$ cat config.mk
export PLATFORM = sky130hd
export DESIGN_NAME = color_blob_centroid_crosshair
export DESIGN_NICKNAME = d
export VERILOG_FILES = /design/src/rtl/cbc_pkg.sv /design/src/rtl/cbc_front.sv /design/src/rtl/cbc_fifo.sv /design/src/rtl/cbc_back.sv /design/src/rtl/color_blob_centroid_crosshair.sv
export SDC_FILE = /design/constraint.sdc
export NUM_CORES = 1
export LEC_CHECK = 0
export BUFFER_PORTS_ARGS = -buffer_cell sky130_fd_sc_hd__buf_2
export CAP_MARGIN = 25
export CORE_MARGIN = 5
export CORE_UTILIZATION = 35
export DETAILED_ROUTE_END_ITERATION = 7
export HOLD_SLACK_MARGIN = 0.15
export PLACE_DENSITY = 0.56
export SYNTH_ARGS = -nofsm -noshare
export SYNTH_HDL_FRONTEND = slang
export SYNTH_SLANG_ARGS = --single-unit
$ cat constraint.sdc
create_clock -name clk -period 6.4 [get_ports clk]
set_clock_uncertainty 0.2 [all_clocks]
set_input_delay 0 -clock clk [delete_from_list [all_inputs] [get_ports clk]]
set_output_delay 0 -clock clk [all_outputs]
set_load 0.03 [all_outputs]
$ cat src/rtl/cbc_pkg.sv
// cbc_pkg: shared types and constants for the color blob centroid/crosshair block.
// Used by cbc_front, cbc_fifo, cbc_back and color_blob_centroid_crosshair.
// No dependencies.
package cbc_pkg;

    localparam int PIX_W     = 32;
    localparam int COLOR_W   = 8;
    localparam int FRAME_W   = 13;
    localparam int CENT_W    = 12;
    localparam int CFG_IDX_W = 3;
    localparam int CFG_DAT_W = 13;
    localparam int Q_DEPTH   = 4;

    localparam logic [PIX_W-1:0] WHITE = 32'h00ff_ffff;

    localparam logic FUNC_MEASURE = 1'b0;
    localparam logic FUNC_DRAW    = 1'b1;

    // configuration register indexes
    localparam logic [CFG_IDX_W-1:0] CFG_RED_LOW      = 3'd0;
    localparam logic [CFG_IDX_W-1:0] CFG_RED_HIGH     = 3'd1;
    localparam logic [CFG_IDX_W-1:0] CFG_GREEN_LOW    = 3'd2;
    localparam logic [CFG_IDX_W-1:0] CFG_GREEN_HIGH   = 3'd3;
    localparam logic [CFG_IDX_W-1:0] CFG_BLUE_LOW     = 3'd4;
    localparam logic [CFG_IDX_W-1:0] CFG_BLUE_HIGH    = 3'd5;
    localparam logic [CFG_IDX_W-1:0] CFG_FRAME_WIDTH  = 3'd6;
    localparam logic [CFG_IDX_W-1:0] CFG_FRAME_HEIGHT = 3'd7;

    localparam logic [COLOR_W-1:0] RST_RED_LOW      = 8'd0;
    localparam logic [COLOR_W-1:0] RST_RED_HIGH     = 8'd100;
    localparam logic [COLOR_W-1:0] RST_GREEN_LOW    = 8'd0;
    localparam logic [COLOR_W-1:0] RST_GREEN_HIGH   = 8'd100;
    localparam logic [COLOR_W-1:0] RST_BLUE_LOW     = 8'd150;
    localparam logic [COLOR_W-1:0] RST_BLUE_HIGH    = 8'd254;
    localparam logic [FRAME_W-1:0] RST_FRAME_WIDTH  = 13'd640;
    localparam logic [FRAME_W-1:0] RST_FRAME_HEIGHT = 13'd480;

    typedef struct packed {
        logic [COLOR_W-1:0] lo;
        logic [COLOR_W-1:0] hi;
    } cbc_window_t;

    typedef struct packed {
        cbc_window_t red;
        cbc_window_t green;
        cbc_window_t blue;
    } cbc_color_win_t;

    // per-word control bits carried through the queue
    typedef struct packed {
        logic func;
        logic hit;
        logic last;
    } cbc_tag_t;

    localparam int TAG_W = $bits(cbc_tag_t);

endpackage

$ cat src/rtl/cbc_front.sv
// cbc_front: accepts input words, tracks raster position, runs the color window test.
// Pushes {tag, col, row, pixel} into the queue. Depends on cbc_pkg.
module cbc_front
    import cbc_pkg::*;
#(
    parameter int MAX_WIDTH  = 4096,
    parameter int MAX_HEIGHT = 4096,
    parameter int CW         = 12,
    parameter int RW         = 12,
    parameter int DW         = TAG_W + CW + RW + PIX_W
)
(
    input  logic                clk,
    input  logic                rst_n,
    input  logic                item_valid,
    output logic                item_stall,
    input  logic                func,
    input  logic [PIX_W-1:0]    pixel_in,
    input  cbc_color_win_t      win,
    input  logic [FRAME_W-1:0]  frame_width,
    input  logic [FRAME_W-1:0]  frame_height,
    input  logic                q_full,
    output logic                q_push,
    output logic [DW-1:0]       q_word
);

    logic [CW-1:0] col_reg, col_next;
    logic [RW-1:0] row_reg, row_next;
    logic [CW-1:0] wm1;
    logic [RW-1:0] hm1;
    logic          row_end;
    logic          last;
    logic          hit;
    cbc_tag_t      tag;

    function automatic logic in_window(input logic [COLOR_W-1:0] v, input cbc_window_t w);
        in_window = (v > w.lo) && (v < w.hi);
    endfunction

    // effective size minus one: zero counts as one, oversize clips to the maximum
    always_comb
    begin
        if (frame_width == '0)
            wm1 = '0;
        else if (32'(frame_width) > 32'(MAX_WIDTH))
            wm1 = CW'(MAX_WIDTH - 1);
        else
            wm1 = CW'(frame_width - FRAME_W'(1));

        if (frame_height == '0)
            hm1 = '0;
        else if (32'(frame_height) > 32'(MAX_HEIGHT))
            hm1 = RW'(MAX_HEIGHT - 1);
        else
            hm1 = RW'(frame_height - FRAME_W'(1));
    end

    assign row_end = (col_reg >= wm1);
    assign last    = row_end && (row_reg >= hm1);
    assign hit     = in_window(pixel_in[7:0], win.red) &&
                     in_window(pixel_in[15:8], win.green) &&
                     in_window(pixel_in[23:16], win.blue);

    assign item_stall = q_full;
    assign q_push     = item_valid && !q_full;

    assign tag.func = func;
    assign tag.hit  = hit;
    assign tag.last = last;
    assign q_word   = {tag, col_reg, row_reg, pixel_in};

    always_comb
    begin
        col_next = col_reg;
        row_next = row_reg;
        if (q_push)
        begin
            if (last)
            begin
                col_next = '0;
                row_next = '0;
            end
            else if (row_end)
            begin
                col_next = '0;
                row_next = row_reg + RW'(1);
            end
            else
            begin
                col_next = col_reg + CW'(1);
            end
        end
    end

    always_ff @(posedge clk or negedge rst_n)
    begin
        if (!rst_n)
        begin
            col_reg <= '0;
            row_reg <= '0;
        end
        else
        begin
            col_reg <= col_next;
            row_reg <= row_next;
        end
    end

endmodule

$ cat src/rtl/cbc_fifo.sv
// cbc_fifo: short show-ahead queue between the front and back parts.
// Generic data width; depth is a power of two. Takes its default depth from cbc_pkg.
module cbc_fifo
    import cbc_pkg::*;
#(
    parameter int DW    = 32,
    parameter int DEPTH = Q_DEPTH
)
(
    input  logic          clk,
    input  logic          rst_n,
    input  logic          push,
    input  logic [DW-1:0] push_word,
    input  logic          pop,
    output logic [DW-1:0] pop_word,
    output logic          not_empty,
    output logic          full
);

    localparam int AW = (DEPTH > 1) ? $clog2(DEPTH) : 1;

    logic [DW-1:0] mem [DEPTH];
    logic [AW-1:0] wr_ptr_reg, wr_ptr_next;
    logic [AW-1:0] rd_ptr_reg, rd_ptr_next;
    logic [AW:0]   count_reg, count_next;

    assign not_empty = (count_reg != '0);
    assign full      = (count_reg == (AW+1)'(DEPTH));
    assign pop_word  = mem[rd_ptr_reg];

    always_comb
    begin
        wr_ptr_next = wr_ptr_reg;
        rd_ptr_next = rd_ptr_reg;
        count_next  = count_reg;
        if (push)
            wr_ptr_next = wr_ptr_reg + AW'(1);
        if (pop)
            rd_ptr_next = rd_ptr_reg + AW'(1);
        if (push && !pop)
            count_next = count_reg + (AW+1)'(1);
        else if (pop && !push)
            count_next = count_reg - (AW+1)'(1);
    end

    always_ff @(posedge clk)
    begin
        if (push)
            mem[wr_ptr_reg] <= push_word;
    end

    always_ff @(posedge clk or negedge rst_n)
    begin
        if (!rst_n)
        begin
            wr_ptr_reg <= '0;
            rd_ptr_reg <= '0;
            count_reg  <= '0;
        end
        else
        begin
            wr_ptr_reg <= wr_ptr_next;
            rd_ptr_reg <= rd_ptr_next;
            count_reg  <= count_next;
        end
    end

    a_no_push_full: assert property (@(posedge clk) disable iff (!rst_n)
        full |-> !push)
        else $error("push into full queue");

    a_no_pop_empty: assert property (@(posedge clk) disable iff (!rst_n)
        pop |-> not_empty)
        else $error("pop from empty queue");

    a_count_up: assert property (@(posedge clk) disable iff (!rst_n)
        (push && !pop) |=> count_reg == $past(count_reg) + (AW+1)'(1))
        else $error("queue count lost a push");

endmodule

$ cat src/rtl/cbc_back.sv
// cbc_back: pops classified words, accumulates hit sums, divides to the centroid
// at frame end (one quotient bit per cycle), draws the crosshair. Depends on cbc_pkg.
module cbc_back
    import cbc_pkg::*;
#(
    parameter int HALF_BAND = 10,
    parameter int CW        = 12,
    parameter int RW        = 12,
    parameter int DW        = TAG_W + CW + RW + PIX_W
)
(
    input  logic              clk,
    input  logic              rst_n,
    input  logic              q_valid,
    input  logic [DW-1:0]     q_word,
    output logic              q_pop,
    output logic              result_valid,
    input  logic              result_stall,
    output logic [PIX_W-1:0]  pixel_out,
    output logic              pass_done,
    output logic [CENT_W-1:0] centroid_col,
    output logic [CENT_W-1:0] centroid_row
);

    localparam int QW  = (CW > RW) ? CW : RW;
    localparam int SW  = CW + RW + QW + 1;
    localparam int HW  = CW + RW + 1;
    localparam int BW  = ((QW > CENT_W) ? QW : CENT_W) + 9;
    localparam int DCW = (QW > 1) ? $clog2(QW) : 1;

    localparam logic [1:0] ST_RUN  = 2'd0;
    localparam logic [1:0] ST_DIV  = 2'd1;
    localparam logic [1:0] ST_EMIT = 2'd2;

    logic [1:0]        state_reg, state_next;
    logic [SW-1:0]     sum_col_reg, sum_col_next;
    logic [SW-1:0]     sum_row_reg, sum_row_next;
    logic [HW-1:0]     hit_count_reg, hit_count_next;
    logic [CENT_W-1:0] avg_col_reg, avg_col_next;
    logic [CENT_W-1:0] avg_row_reg, avg_row_next;
    logic [SW-1:0]     rem_col_reg, rem_col_next;
    logic [SW-1:0]     rem_row_reg, rem_row_next;
    logic [SW-1:0]     dsh_reg, dsh_next;
    logic [QW-1:0]     quo_col_reg, quo_col_next;
    logic [QW-1:0]     quo_row_reg, quo_row_next;
    logic [DCW-1:0]    div_cnt_reg, div_cnt_next;
    logic [PIX_W-1:0]  pend_pix_reg, pend_pix_next;
    logic              out_valid_reg, out_valid_next;
    logic [PIX_W-1:0]  out_pix_reg, out_pix_next;
    logic              out_done_reg, out_done_next;

    cbc_tag_t          tag;
    logic [CW-1:0]     col;
    logic [RW-1:0]     row;
    logic [PIX_W-1:0]  pix;
    logic              out_free;
    logic [SW-1:0]     sc_add, sr_add;
    logic [HW-1:0]     hc_add;
    logic              take_col, take_row;
    logic              band_row, band_col;
    logic [PIX_W-1:0]  mask_pix;

    assign tag = cbc_tag_t'(q_word[DW-1 -: TAG_W]);
    assign col = q_word[PIX_W+RW +: CW];
    assign row = q_word[PIX_W +: RW];
    assign pix = q_word[PIX_W-1:0];

    assign out_free = !out_valid_reg || !result_stall;
    assign q_pop    = (state_reg == ST_RUN) && q_valid && out_free;

    assign sc_add = sum_col_reg + (tag.hit ? SW'(col) : SW'(0));
    assign sr_add = sum_row_reg + (tag.hit ? SW'(row) : SW'(0));
    assign hc_add = hit_count_reg + HW'(tag.hit);

    assign mask_pix = tag.hit ? WHITE : '0;

    // band edges; the lower edge is clipped at zero by testing pos + HALF_BAND
    assign band_row = (BW'(row) <= BW'(avg_row_reg) + BW'(HALF_BAND)) &&
                      (BW'(row) + BW'(HALF_BAND) > BW'(avg_row_reg));
    assign band_col = (BW'(col) <= BW'(avg_col_reg) + BW'(HALF_BAND)) &&
                      (BW'(col) + BW'(HALF_BAND) > BW'(avg_col_reg));

    assign take_col = (rem_col_reg >= dsh_reg);
    assign take_row = (rem_row_reg >= dsh_reg);

    always_comb
    begin
        state_next     = state_reg;
        sum_col_next   = sum_col_reg;
        sum_row_next   = sum_row_reg;
        hit_count_next = hit_count_reg;
        avg_col_next   = avg_col_reg;
        avg_row_next   = avg_row_reg;
        rem_col_next   = rem_col_reg;
        rem_row_next   = rem_row_reg;
        dsh_next       = dsh_reg;
        quo_col_next   = quo_col_reg;
        quo_row_next   = quo_row_reg;
        div_cnt_next   = div_cnt_reg;
        pend_pix_next  = pend_pix_reg;
        out_valid_next = out_valid_reg;
        out_pix_next   = out_pix_reg;
        out_done_next  = out_done_reg;

        if (!result_stall)
            out_valid_next = 1'b0;

        case (state_reg)
            ST_RUN:
            begin
                if (q_pop)
                begin
                    if (tag.func == FUNC_MEASURE)
                    begin
                        if (tag.last)
                        begin
                            // frame end: start the divide, restart the sums
                            rem_col_next   = sc_add;
                            rem_row_next   = sr_add;
                            dsh_next       = SW'(hc_add) << (QW - 1);
                            quo_col_next   = '0;
                            quo_row_next   = '0;
                            div_cnt_next   = DCW'(QW - 1);
                            pend_pix_next  = mask_pix;
                            sum_col_next   = SW'(1);
                            sum_row_next   = SW'(1);
                            hit_count_next = HW'(1);
                            state_next     = ST_DIV;
                        end
                        else
                        begin
                            sum_col_next   = sc_add;
                            sum_row_next   = sr_add;
                            hit_count_next = hc_add;
                            out_valid_next = 1'b1;
                            out_pix_next   = mask_pix;
                            out_done_next  = 1'b0;
                        end
                    end
                    else
                    begin
                        out_valid_next = 1'b1;
                        out_pix_next   = (band_row || band_col) ? WHITE : pix;
                        out_done_next  = tag.last;
                    end
                end
            end

            ST_DIV:
            begin
                // restoring divide, quotient fits QW bits since sum < count << QW
                if (take_col)
                    rem_col_next = rem_col_reg - dsh_reg;
                if (take_row)
                    rem_row_next = rem_row_reg - dsh_reg;
                quo_col_next = (quo_col_reg << 1) | QW'(take_col);
                quo_row_next = (quo_row_reg << 1) | QW'(take_row);
                dsh_next     = dsh_reg >> 1;
                if (div_cnt_reg == '0)
                begin
                    avg_col_next = CENT_W'(quo_col_next);
                    avg_row_next = CENT_W'(quo_row_next);
                    state_next   = ST_EMIT;
                end
                else
                begin
                    div_cnt_next = div_cnt_reg - DCW'(1);
                end
            end

            ST_EMIT:
            begin
                if (out_free)
                begin
                    out_valid_next = 1'b1;
                    out_pix_next   = pend_pix_reg;
                    out_done_next  = 1'b1;
                    state_next     = ST_RUN;
                end
            end

            default:
            begin
                state_next = ST_RUN;
            end
        endcase
    end

    always_ff @(posedge clk or negedge rst_n)
    begin
        if (!rst_n)
        begin
            state_reg     <= ST_RUN;
            sum_col_reg   <= SW'(1);
            sum_row_reg   <= SW'(1);
            hit_count_reg <= HW'(1);
            avg_col_reg   <= '0;
            avg_row_reg   <= '0;
            div_cnt_reg   <= '0;
            out_valid_reg <= 1'b0;
        end
        else
        begin
            state_reg     <= state_next;
            sum_col_reg   <= sum_col_next;
            sum_row_reg   <= sum_row_next;
            hit_count_reg <= hit_count_next;
            avg_col_reg   <= avg_col_next;
            avg_row_reg   <= avg_row_next;
            div_cnt_reg   <= div_cnt_next;
            out_valid_reg <= out_valid_next;
        end
    end

    always_ff @(posedge clk)
    begin
        rem_col_reg  <= rem_col_next;
        rem_row_reg  <= rem_row_next;
        dsh_reg      <= dsh_next;
        quo_col_reg  <= quo_col_next;
        quo_row_reg  <= quo_row_next;
        pend_pix_reg <= pend_pix_next;
        out_pix_reg  <= out_pix_next;
        out_done_reg <= out_done_next;
    end

    // centroid only moves while the output register is empty
    assign result_valid = out_valid_reg;
    assign pixel_out    = out_pix_reg;
    assign pass_done    = out_done_reg;
    assign centroid_col = avg_col_reg;
    assign centroid_row = avg_row_reg;

    a_div_out_empty: assert property (@(posedge clk) disable iff (!rst_n)
        (state_reg == ST_DIV || state_reg == ST_EMIT) |-> !out_valid_reg)
        else $error("output word pending while centroid is updating");

    a_div_runs: assert property (@(posedge clk) disable iff (!rst_n)
        (state_reg == ST_DIV && div_cnt_reg != '0) |=> state_reg == ST_DIV)
        else $error("divide left early");

    a_count_nonzero: assert property (@(posedge clk) disable iff (!rst_n)
        hit_count_reg != '0)
        else $error("hit count reached zero");

endmodule

$ cat src/rtl/color_blob_centroid_crosshair.sv
// color_blob_centroid_crosshair: top level; configuration registers, front, queue, back.
// Depends on cbc_pkg, cbc_front, cbc_fifo, cbc_back.
//
// Takes one pixel word per cycle in raster order while item_stall is low. In the measure
// pass (func 0) each word yields a mask word (white or zero) and the hit coordinates are
// summed; on the last pixel of the frame the centroid is divided out by a shift-subtract
// divider that produces one quotient bit per cycle, and that word comes out with the new
// centroid. In the draw pass (func 1) pixels within HALF_BAND of the centroid row or
// column turn white. Sustained rate is one word per cycle while result_stall is low,
// except at the end of a measure pass, where the back end stops popping while the divider
// runs and the last word is emitted; the four-word queue absorbs part of that before
// item_stall rises. Each word is registered in the queue and then in the output register.
// Configuration writes (cfg_ready is always high) are meant for idle periods.
module color_blob_centroid_crosshair
    import cbc_pkg::*;
#(
    parameter int MAX_WIDTH  = 4096,
    parameter int MAX_HEIGHT = 4096,
    parameter int HALF_BAND  = 10
)
(
    input  logic                 clk,
    input  logic                 rst_n,
    input  logic                 item_valid,
    output logic                 item_stall,
    input  logic                 func,
    input  logic [PIX_W-1:0]     pixel_in,
    output logic                 result_valid,
    input  logic                 result_stall,
    output logic [PIX_W-1:0]     pixel_out,
    output logic                 pass_done,
    output logic [CENT_W-1:0]    centroid_col,
    output logic [CENT_W-1:0]    centroid_row,
    input  logic                 cfg_valid,
    output logic                 cfg_ready,
    input  logic [CFG_IDX_W-1:0] cfg_index,
    input  logic [CFG_DAT_W-1:0] cfg_data
);

    localparam int CW = $clog2(MAX_WIDTH);
    localparam int RW = $clog2(MAX_HEIGHT);
    localparam int DW = TAG_W + CW + RW + PIX_W;

    cbc_color_win_t     win_reg;
    logic [FRAME_W-1:0] frame_width_reg;
    logic [FRAME_W-1:0] frame_height_reg;

    logic          q_full;
    logic          q_push;
    logic [DW-1:0] q_push_word;
    logic          q_pop;
    logic [DW-1:0] q_pop_word;
    logic          q_not_empty;

    assign cfg_ready = 1'b1;

    always_ff @(posedge clk or negedge rst_n)
    begin
        if (!rst_n)
        begin
            win_reg.red.lo   <= RST_RED_LOW;
            win_reg.red.hi   <= RST_RED_HIGH;
            win_reg.green.lo <= RST_GREEN_LOW;
            win_reg.green.hi <= RST_GREEN_HIGH;
            win_reg.blue.lo  <= RST_BLUE_LOW;
            win_reg.blue.hi  <= RST_BLUE_HIGH;
            frame_width_reg  <= RST_FRAME_WIDTH;
            frame_height_reg <= RST_FRAME_HEIGHT;
        end
        else if (cfg_valid && cfg_ready)
        begin
            case (cfg_index)
                CFG_RED_LOW:      win_reg.red.lo   <= COLOR_W'(cfg_data);
                CFG_RED_HIGH:     win_reg.red.hi   <= COLOR_W'(cfg_data);
                CFG_GREEN_LOW:    win_reg.green.lo <= COLOR_W'(cfg_data);
                CFG_GREEN_HIGH:   win_reg.green.hi <= COLOR_W'(cfg_data);
                CFG_BLUE_LOW:     win_reg.blue.lo  <= COLOR_W'(cfg_data);
                CFG_BLUE_HIGH:    win_reg.blue.hi  <= COLOR_W'(cfg_data);
                CFG_FRAME_WIDTH:  frame_width_reg  <= FRAME_W'(cfg_data);
                CFG_FRAME_HEIGHT: frame_height_reg <= FRAME_W'(cfg_data);
                default:          ;
            endcase
        end
    end

    cbc_front #(
        .MAX_WIDTH  (MAX_WIDTH),
        .MAX_HEIGHT (MAX_HEIGHT),
        .CW         (CW),
        .RW         (RW),
        .DW         (DW)
    ) u_front (
        .clk          (clk),
        .rst_n        (rst_n),
        .item_valid   (item_valid),
        .item_stall   (item_stall),
        .func         (func),
        .pixel_in     (pixel_in),
        .win          (win_reg),
        .frame_width  (frame_width_reg),
        .frame_height (frame_height_reg),
        .q_full       (q_full),
        .q_push       (q_push),
        .q_word       (q_push_word)
    );

    cbc_fifo #(
        .DW    (DW),
        .DEPTH (Q_DEPTH)
    ) u_fifo (
        .clk       (clk),
        .rst_n     (rst_n),
        .push      (q_push),
        .push_word (q_push_word),
        .pop       (q_pop),
        .pop_word  (q_pop_word),
        .not_empty (q_not_empty),
        .full      (q_full)
    );

    cbc_back #(
        .HALF_BAND (HALF_BAND),
        .CW        (CW),
        .RW        (RW),
        .DW        (DW)
    ) u_back (
        .clk          (clk),
        .rst_n        (rst_n),
        .q_valid      (q_not_empty),
        .q_word       (q_pop_word),
        .q_pop        (q_pop),
        .result_valid (result_valid),
        .result_stall (result_stall),
        .pixel_out    (pixel_out),
        .pass_done    (pass_done),
        .centroid_col (centroid_col),
        .centroid_row (centroid_row)
    );

endmodule
==> impl_results.md, run 1 <==
- Max reg flops: 236
- Die W: 330.0 um
- Row cnt: 117
- Post-DRT Antenna Nets: 0
- Area contributors post-synth: edfxtp_1 34%, dfrtp_1 15%, ha_1 8.0%
- Final Hold Viols: 0
- DR vias/cell: about 5.2
- Syn nets: about 3600
- Critical Path Fanout Max: 26
- Critical Path RT: approximately 6.6 ns
- Final Max Tran Viols: 0
- H-Tree Depth: 3
- CTS tree: done
- Worst EP arrival: 5.36 ns
- DRT iter0 DRCs: 1750
- CP Capture Type: register
- Synth-to-layout area growth: 16.59%
- I/O Buffers: 112
- Synth top area share: 33.69%
- Max transition margin: between 20% and 30%
- Core Region: 0.1017 mm^2
- Largest net degree at the start of global routing: 116
- Avg WL per Cell: 19.41 um
- Dominant synthesized flop cell: edfxtp_1
- Synth Warn #: 0
- Distinct cells, synth: just over 90
- Vias in the first global route: 25492
- Routed WL: 95.98 mm
- Drt first pass iters: 5
- CTS root buf: clkbuf_16
- Total Nets Final: ~3800
- Final worst path period share: 80.00%
- Final min period: 5.120 ns
- PD cells: 548.5 mW/mm^2
- DP Worst Slack: roughly 1.3 ns
- # IOs: roughly 110
- Post-Syn Area: 0.03583 mm^2
- Congestion Overflow GR: 0
- RePlAce Congestion: 0.8730
- Residual DRC: 0
- Tot GR Track Use: around 17%
- Status: completed
- Unrepaired setup endpoints after global routing: no
- Fmax: 195.3 MHz
- Clock Sink Count: approximately 640
- Post-cts resize count: 0
- Cells after Synth: 3300
- Crit start category: register
- Longest Clk Path Bufs: 3
- Post-route setup slack: around 1.3 ns
- Syn Area/Cell: 10.86 um^2
- VDD IR max: 414.0 uV
- Layout cells sized above 1: 12.60%
- Number of synthesized register bits: 637
- Total power: between 20000 and 25000 uW
- TritonCTS buffer count: 75
- Worst-margin pin slew: 1.106 ns
- Leakage: 0.01673 uW
- Post-route setup TNS: 0 ns
- DR vias: 25935
- First-pass GRT wire length: 148.9 mm
- Detailed Place HPWL: approximately 66 mm
- Clk Latency, worst-skew pair: around 0.64 ns
- Die area: between 0.1 and 0.15 mm^2
- Fill cell count: just under 10000
- Hold Path Class: in -> reg
- Clock transition at path regs: approximately 0.060 ns
- Register area share after synthesis: 50.19%
- Initial antenna violation count: 11
- Die Y: 330.0 um
- FFs w/ async S/R, synth: a little under two fifths
- Final setup vio count: 0
- Maxcap violations: 0
- Number of enable flip-flop cells after synthesis: about 400
- Starting Density: 35.22%
- Cell taking the most area after synthesis: edfxtp_1
- Kind of critical path: reg -> reg
## kinds of logic after synthesis
group	after synthesis	share of synthesized area, %
simple gates	957	12.96
compound gates	840	14.78
flops	637	50.19
buf+inv	327	3.736
fa+ha+maj	233	8.241
xor+xnor	185	4.522
mux	120	5.552
other cells	1	0.01047
## worst max-delay path, stage by stage, from the launching register on
cell and delay [ns]:
dfrtp_4 0.76, mux4_2 0.79, inv_1 0.31, nor2_1 0.08
ha_1 0.23, fa_1 0.42, a211oi_1 0.36, o21ai_1 0.15
and3_1 0.22, o21ai_1 0.37, a21oi_1 0.40, nand2_1 0.23
xor2_1 0.09, a221oi_1 0.31
## per-layer routing
layer	GRT usage [%]	routed length [um]
met3	2.803	4327
met2	27.86	43690
met5	0	36
met1	24.52	45110
met4	5.187	2817
## layout by cell type, fill, tap and decap left out, types with 64 or more instances in the layout
master,instances
inv_1,198
nand3_1,78
a21oi_1,151
xor2_1,78
nor2_1,169
dlygate4sd3_1,119
clkbuf_16,77
nand2_1,356
buf_2,111
ha_1,228
a21o_1,64
edfxtp_1,402
o21ai_0,279
xnor2_1,107
dfrtp_1,207
## cells in the mapped netlist, drive strengths merged (50+ instances only)
cell type,instances
a21oi,154
xor2,78
o31ai,61
mux2,50
o21ai,305
dfrtp,209
edfxtp,402
and3,52
nor2,176
xnor2,107
and2,57
mux4,58
nand3,79
inv,199
a21o,64
ha,228
nand2,357
clkbuf,85
nor3,53
## per-stage QoR
step	hold slack [ns]	area, um^2	util (%)	std cells
final	0.2386	41780	41.06	4944
after CTS	0.1878	41750	41.03	4939
after detailed placement	-0.1882	37880	37.23	4679
after global placement	-0.1913	37850	37.20	4677
after floorplan	-0.4956	35830	-	3300
after global routing	0.2795	41770	41.05	4941
## worst paths after layout
path	cells after the start	slack (ns)	endpoint	startpoint
setup / recovery	13	1.28	u_back.rem_col_reg[34]	u_fifo.rd_ptr_reg[0]
hold reg to reg	2	0.26	u_back.hit_count_reg[0]	u_back.hit_count_reg[0]
setup reg to reg	13	1.28	u_back.rem_col_reg[34]	u_fifo.rd_ptr_reg[0]
hold / removal	6	0.24	win_reg[12]	cfg_index[0]
max in group asynchronous	4	4.85	u_back.hit_count_reg[17]	rst_n
min in group asynchronous	3	0.34	u_back.hit_count_reg[0]	rst_n
## power by group
| group | leakage, uW | switching (uW) | internal, uW |
|---|---|---|---|
| registers | 0.00683 | 747 | 6120 |
| clock network | 0.00129 | 1810 | 2740 |
| logic | 0.00861 | 7260 | 4230 |
## timing repair
item / CTS / global route
buffers inserted: 0 / 0
hold buffers: 120 / 0
setup endpoints to repair: 0 / 0
hold endpoints to repair: 486 / 0
## final cells by class
cell class | count | area [um^2] | share of cell area, %
Timing Repair Buffer | 260 | 2064 | 4.942
Antenna cell | 4 | 10.01 | 0.02396
Clock inverter | 42 | 590.6 | 1.414
Sequential cell | 637 | 17990 | 43.06
Multi-Input combinational cell | 2336 | 16610 | 39.75
Tap cell | 1368 | 1712 | 4.097
Inverter | 199 | 747.0 | 1.788
Clock buffer | 98 | 2056 | 4.921
Power figures use the tool's default switching activity.
==> inputs of run 2 (changes only) <==
- PLACE_DENSITY: 0.56 -> 0.58
- clock period: 6.4 -> 4.37 ns (I/O delays scaled with it)
==> run 2 against run 1 <==
Compared with the run above: combinational power increased by 61%; clock-buffer cell count up 9; largest cell class unchanged; routed wire length increased by 1.9%; critical path depth increased by 5; sequential cell count did not move; largest power group unchanged; setup slack worse by 1.2 ns; final area is 1.3% higher; sequential power up 45%; critical endpoint is now u_back.pixel_out[6].
==> impl_results.md, run 2 (synthesized netlist as in run 1, its figures left out) <==
- Status: completed
- Post-DRT Antenna Nets: 0
- Initial antenna violation count: 3
- Die area: 0.1089 mm^2
- Final setup vio count: 0
- Post-route setup TNS: 0 ns
- # IOs: 114
- DR vias: 26627
- CP Cell Sequence: buf_4 -> buf_12 -> mux4_2 -> and3_4 -> nand2_2 -> nor2_4 -> nand3b_4 -> xnor2_1 -> ha_1 -> or4_4 -> a21oi_2 -> a211o_1 -> a31oi_1 -> o21bai_4 -> a22oi_4 -> buf_12 -> clkbuf_16 -> a31oi_1
- Final hold slack: 0.2046 ns
- Fmax: 235.4 MHz
- Final Hold Viols: 0
- Most common cell after layout, fill and taps aside: edfxtp_1
- Final Max Tran Viols: 0
- Tot GR Track Use: 17.57%
- Layout Utilization: 41.61%
- Die W: 330.0 um
- Avg WL per Cell: between 15 and 20 um
- TritonCTS buffer count: 75
- Critical Path Max Stage Delay: 0.53 ns
- I/O Buffers: 112
- Synth-to-layout area growth: 18.15%
- Detailed Place HPWL: 67.44 mm
- DRT iter0 DRCs: 1779
- Final Cell Area: about 0.042 mm^2
- Total power: roughly 35000 uW
- Layout cells sized above 1: 14.47%
- Kind of critical path: reg -> reg
- RePlAce Congestion: 0.9277
- CTS root buf: clkbuf_16
- Max reg flops: 236
- Clk Latency, worst-skew pair: 0.63 ns
- Final min period: 4.248 ns
- Critical Path RT: 4.53 ns
- Placed inst area: 0.03840 mm^2
- Total Nets Final: 3867
- H-Tree Depth: 3
- Longest Clk Path Bufs: 3
- Max transition margin: 38.94%
- Hold Path Class: in -> reg
- Worst EP arrival: ~4.4 ns
- Drt first pass iters: 5
- Fill cell count: just under 10000
- VDD IR max: 635.1 uV
- Routed WL: ~98 mm
- Starting Density: 35.22%
- Slowest-stage cell, CP: or4_4
- First-pass GRT wire length: between 150 and 200 mm
- Vias in the first global route: 26357
- Most frequent cells in the layout: 402 x edfxtp_1, 354 x nand2_1, 276 x o21ai_0
- CP Capture Type: register
- DR vias/cell: around 5.3
- Leakage: 0.01707 uW
- Congestion Overflow GR: 0
- Critical Path Fanout Max: 8
- Clock Sink Count: around 640
- Core Region: 0.1017 mm^2
- Die Y: about 330 um
- CTS tree: done
- Crit start category: register
- Maxcap violations: 0
- Final worst path period share: approximately 97%
- Worst-margin pin slew: 0.9089 ns
- Residual DRC: 0
- Clock transition at path regs: 0.06 ns
- PD cells: 819.5 mW/mm^2
- Row cnt: 117
- Largest net degree at the start of global routing: 125
==> run 2: changes by cell type in the layout (fill, tap and decap cells not counted), sizes merged <==
| cell | delta |
|---|---|
| buf | +69 |
| clkbuf | +11 |
| bufinv | -9 |
| clkinvlp | -2 |
| diode | -1 |
| inv | +2 |
==> run 2: worst paths after layout <==
path	from	end	cells after the start	slack (ns)
max	u_fifo.rd_ptr_reg[0]	u_back.pixel_out[6]	18	0.12
min	cfg_data[5]	win_reg[21]	3	0.20
max reg2reg	u_fifo.rd_ptr_reg[0]	u_back.pixel_out[6]	18	0.12
min reg2reg	u_back.hit_count_reg[0]	u_back.hit_count_reg[0]	2	0.26
max in group asynchronous	rst_n	win_reg[22]	4	2.98
min in group asynchronous	rst_n	win_reg[10]	3	0.38
==> run 2: worst max-delay path, delay by kind of cell, from the launching register on <==
| family | cells | cell delay [ns] |
|---|---|---|
| buffers and inverters | 4 | 0.66 |
| and+or+nand+nor | 5 | 1.07 |
| adders and majority gates | 1 | 0.19 |
| DFF | 1 | 0.49 |
| xor gates and xnor gates | 1 | 0.13 |
| muxes | 1 | 0.39 |
| AOI/OAI and AO/OA | 6 | 0.82 |
==> run 2: layout make-up <==
type                       instances  area [um^2]  area share [%]
clock inverter                    33        294.0          0.6945
multi-input combinational       2336        16700           39.45
inverter                         199        747.0           1.764
timing repair buffer             331         2724           6.434
antenna                            3        7.507         0.01773
clock buffer                     107         2162           5.107
sequential                       637        17990           42.49
tap                             1368         1712           4.043
==> run 2: report_power, final <==
group	total [uW]	internal (uW)	switching, uW
clock network	6200	3600	2600
registers	9950	8950	1000
logic	18500	7160	11400
total	34700	19700	15000
==> run 2: what timing repair did <==
action / 4_1_cts / 5_1_grt
setup endpoints to repair: 1 / 96
gates resized for setup: 1 / 25
hold buffers: 120 / 0
cloned: 0 / 3
pin swaps: 0 / 5
buffers inserted: 0 / 10
endpoints found under the hold margin: 492 / 0
==> run 2: per-layer routing <==
| layer | part of all wire [%] | wire (um) | track usage (%) |
|---|---|---|---|
| met1 | 45 | 44420 | 23.87 |
| met2 | 47 | 45910 | 29.23 |
| met3 | 4.6 | 4502 | 2.287 |
| met4 | 3.1 | 3017 | 5.864 |
| met5 | 0 | 0 | 0 |
==> run 2: per-stage QoR <==
step / setup slack [ns] / cells
detailed placement: -0.01202 / 4738
floorplan: -0.06328 / 3300
CTS: 0.03545 / 4998
finish: 0.1217 / 5014
global placement: 0.08313 / 4738
global route: -0.03153 / 5012
==> inputs of run 3 (changes only) <==
- BUFFER_PORTS_ARGS: -buffer_cell sky130_fd_sc_hd__buf_2 -> unset
- CELL_PAD_IN_SITES_DETAIL_PLACEMENT: unset -> 1
- CELL_PAD_IN_SITES_GLOBAL_PLACEMENT: unset -> 1
- DONT_BUFFER_PORTS: unset -> 1
- PLACE_DENSITY: 0.58 -> 0.66
==> run 3 against run 2 <==
Compared with the run above: the run now ends with negative hold slack left; sequential power grew 6%; highest routed layer is now met5; routed wire length is 11% higher; combinational power fell by 3%; critical endpoint is now u_back.pixel_out[9]; critical path type unchanged.
==> impl_results.md, run 3 (synthesized netlist as in run 1, its figures left out) <==
- R2r startpoint: u_fifo.rd_ptr_reg[0]
- H-Tree Depth: 3
- Drt first pass iters: 6
- Slowest-stage cell, CP: or4_1
- DR vias/cell: between 5 and 6
- Final min period: 4.264 ns
- I/O Buffers: 0
- Max reg flops: roughly 240
- Initial antenna violation count: 4
- Starting Density: 35.22%
- Clock Sink Count: 637
- Avg WL per Cell: ~22 um
- Non-Filler Instances: approximately 5000
- Most common cell after layout, fill and taps aside: edfxtp_1
- Placed cell count: 4631
- First-pass GRT wire length: about 170 mm
- Hold buffer count at CTS: 113
- Largest net degree at the start of global routing: 236
- VDD IR max: between 700 and 800 uV
- Worst Setup SP: u_fifo.rd_ptr_reg[0]
- CTS root buf: clkbuf_16
- Fmax: 234.5 MHz
- Critical Path Fanout Max: 16
- Core Region: 0.1017 mm^2
- Leakage: 0.01665 uW
- Final worst path period share: 97.57%
- Layout cells sized above 1: 12.17%
- Crit start category: register
- Final hold slack: -1.136 ns
- WP buf/inv: 4
- Worst EP arrival: 4.42 ns
- Clock transition at path regs: 0.06 ns
- Row cnt: 117
- RePlAce Congestion: 0.8512
- Die area: 0.1089 mm^2
- Die Y: 330.0 um
- Residual DRC: 0
- Congestion Overflow GR: 0
- Hold Path Class: in -> async
- Most frequent cells in the layout: 402 x edfxtp_1, 354 x nand2_1, 276 x o21ai_0
- Maxcap violations: 0
- TritonCTS buffer count: 76
- Longest Clk Path Bufs: 3
- Final setup vio count: 0
- Failing checks: negative hold slack
- Kind of critical path: reg -> reg
- Critical Path Max Stage Delay: 0.54 ns
- CTS tree: done
- Detailed Place HPWL: 72.92 mm
- Status: finished, violations left
- Routed WL: 108.9 mm
- PD cells: 842.8 mW/mm^2
- Max transition margin: 39.06%
- Vias in the first global route: 28194
- Synth-to-layout area growth: 16.90%
- # IOs: 114
- Final Max Tran Viols: 0
- Total Nets Final: roughly 3800
- DR vias: ~26000
- Die W: 330.0 um
- Post-route setup TNS: 0 ns
- Tot GR Track Use: 19.62%
- CP Cell Sequence: buf_12 -> buf_4 -> mux4_2 -> and3_4 -> nand2_2 -> nor2_4 -> nand3b_4 -> xnor2_1 -> ha_1 -> or4_1 -> a21oi_2 -> a211o_1 -> a31oi_1 -> o21bai_4 -> a22oi_4 -> buf_12 -> clkbuf_16 -> a31oi_1
- Clk Latency, worst-skew pair: between 0.6 and 0.7 ns
- Worst-margin pin slew: 0.9141 ns
- DRT iter0 DRCs: 1554
- CP Capture Type: register
- Final Hold Viols: between 200 and 250
- Post-DRT Antenna Nets: 0
- CP top delay family: simple AND/OR/NAND/NOR gates
- Total power: 35300 uW
- Critical Path RT: 4.53 ns
-- run 3: cell count changes in the layout (fill, tap and decap cells not counted), moves of 5 or more --
cell | previous run | this run
buf_2 | 111 | 0
bufinv_16 | 2 | 11
clkbuf_1 | 20 | 10
clkinvlp_4 | 1 | 6
dlygate4sd3_1 | 119 | 113
-- run 3: final cells by class --
type | count | area, um^2
antenna | 3 | 7.507
clock buffer | 93 | 2058
clock inverter | 48 | 574.3
fill | 11017 | 59860
inverter | 199 | 747.0
multi-input combinational | 2336 | 16710
sequential | 637 | 17990
tap | 1368 | 1712
timing repair buffer | 213 | 2082
-- run 3: timing repair --
action | 4_1_cts | 5_1_grt
endpoints found under the hold margin | 521 | 235
resized for setup | 0 | 28
buffers inserted | 0 | 7
endpoints found under the setup margin | 0 | 82
-- run 3: worst paths after layout --
path                                           end  slack [ns]  cells after the start
setup / recovery               u_back.pixel_out[9]        0.11                     18
hold / removal                         win_reg[42]       -1.14                      0
setup reg to reg               u_back.pixel_out[9]        0.11                     18
hold reg to reg            u_back.centroid_row[11]        0.25                      2
max in group asynchronous    u_back.sum_col_reg[3]        4.48                      0
min in group clk                       win_reg[37]        0.17                      3
-- run 3: layer usage --
metal	up-vias	GRT usage (%)	wire, um	part of all wire, %
met5	-	0	23	0.021
met4	4	5.614	2872	2.6
met3	165	3.349	4719	4.3
met2	466	33.74	53080	49
met1	13335	25.59	48210	44
li1	12495	-	-	-
-- run 3: stage by stage --
| step | area (um^2) | utilization [%] | worst slack, ns | hold slack [ns] |
|---|---|---|---|---|
| global route | 41880 | 41.17 | -0.04480 | -1.165 |
| finish | 41890 | 41.17 | 0.1064 | -1.136 |
| CTS | 41630 | 40.92 | 0.002692 | -1.172 |
| global placement | 37870 | 37.22 | 0.08681 | -0.4743 |
| detailed placement | 37870 | 37.22 | 0.03261 | -0.4809 |
| floorplan | 35850 | - | -0.06328 | -0.4956 |
-- run 3: power breakdown --
| part | leakage [uW] | switching, uW | internal (uW) |
|---|---|---|---|
| Combinational | 0.00853 | 11000 | 6990 |
| Clock | 0.00128 | 2720 | 4030 |
| Sequential | 0.00683 | 1580 | 8960 |
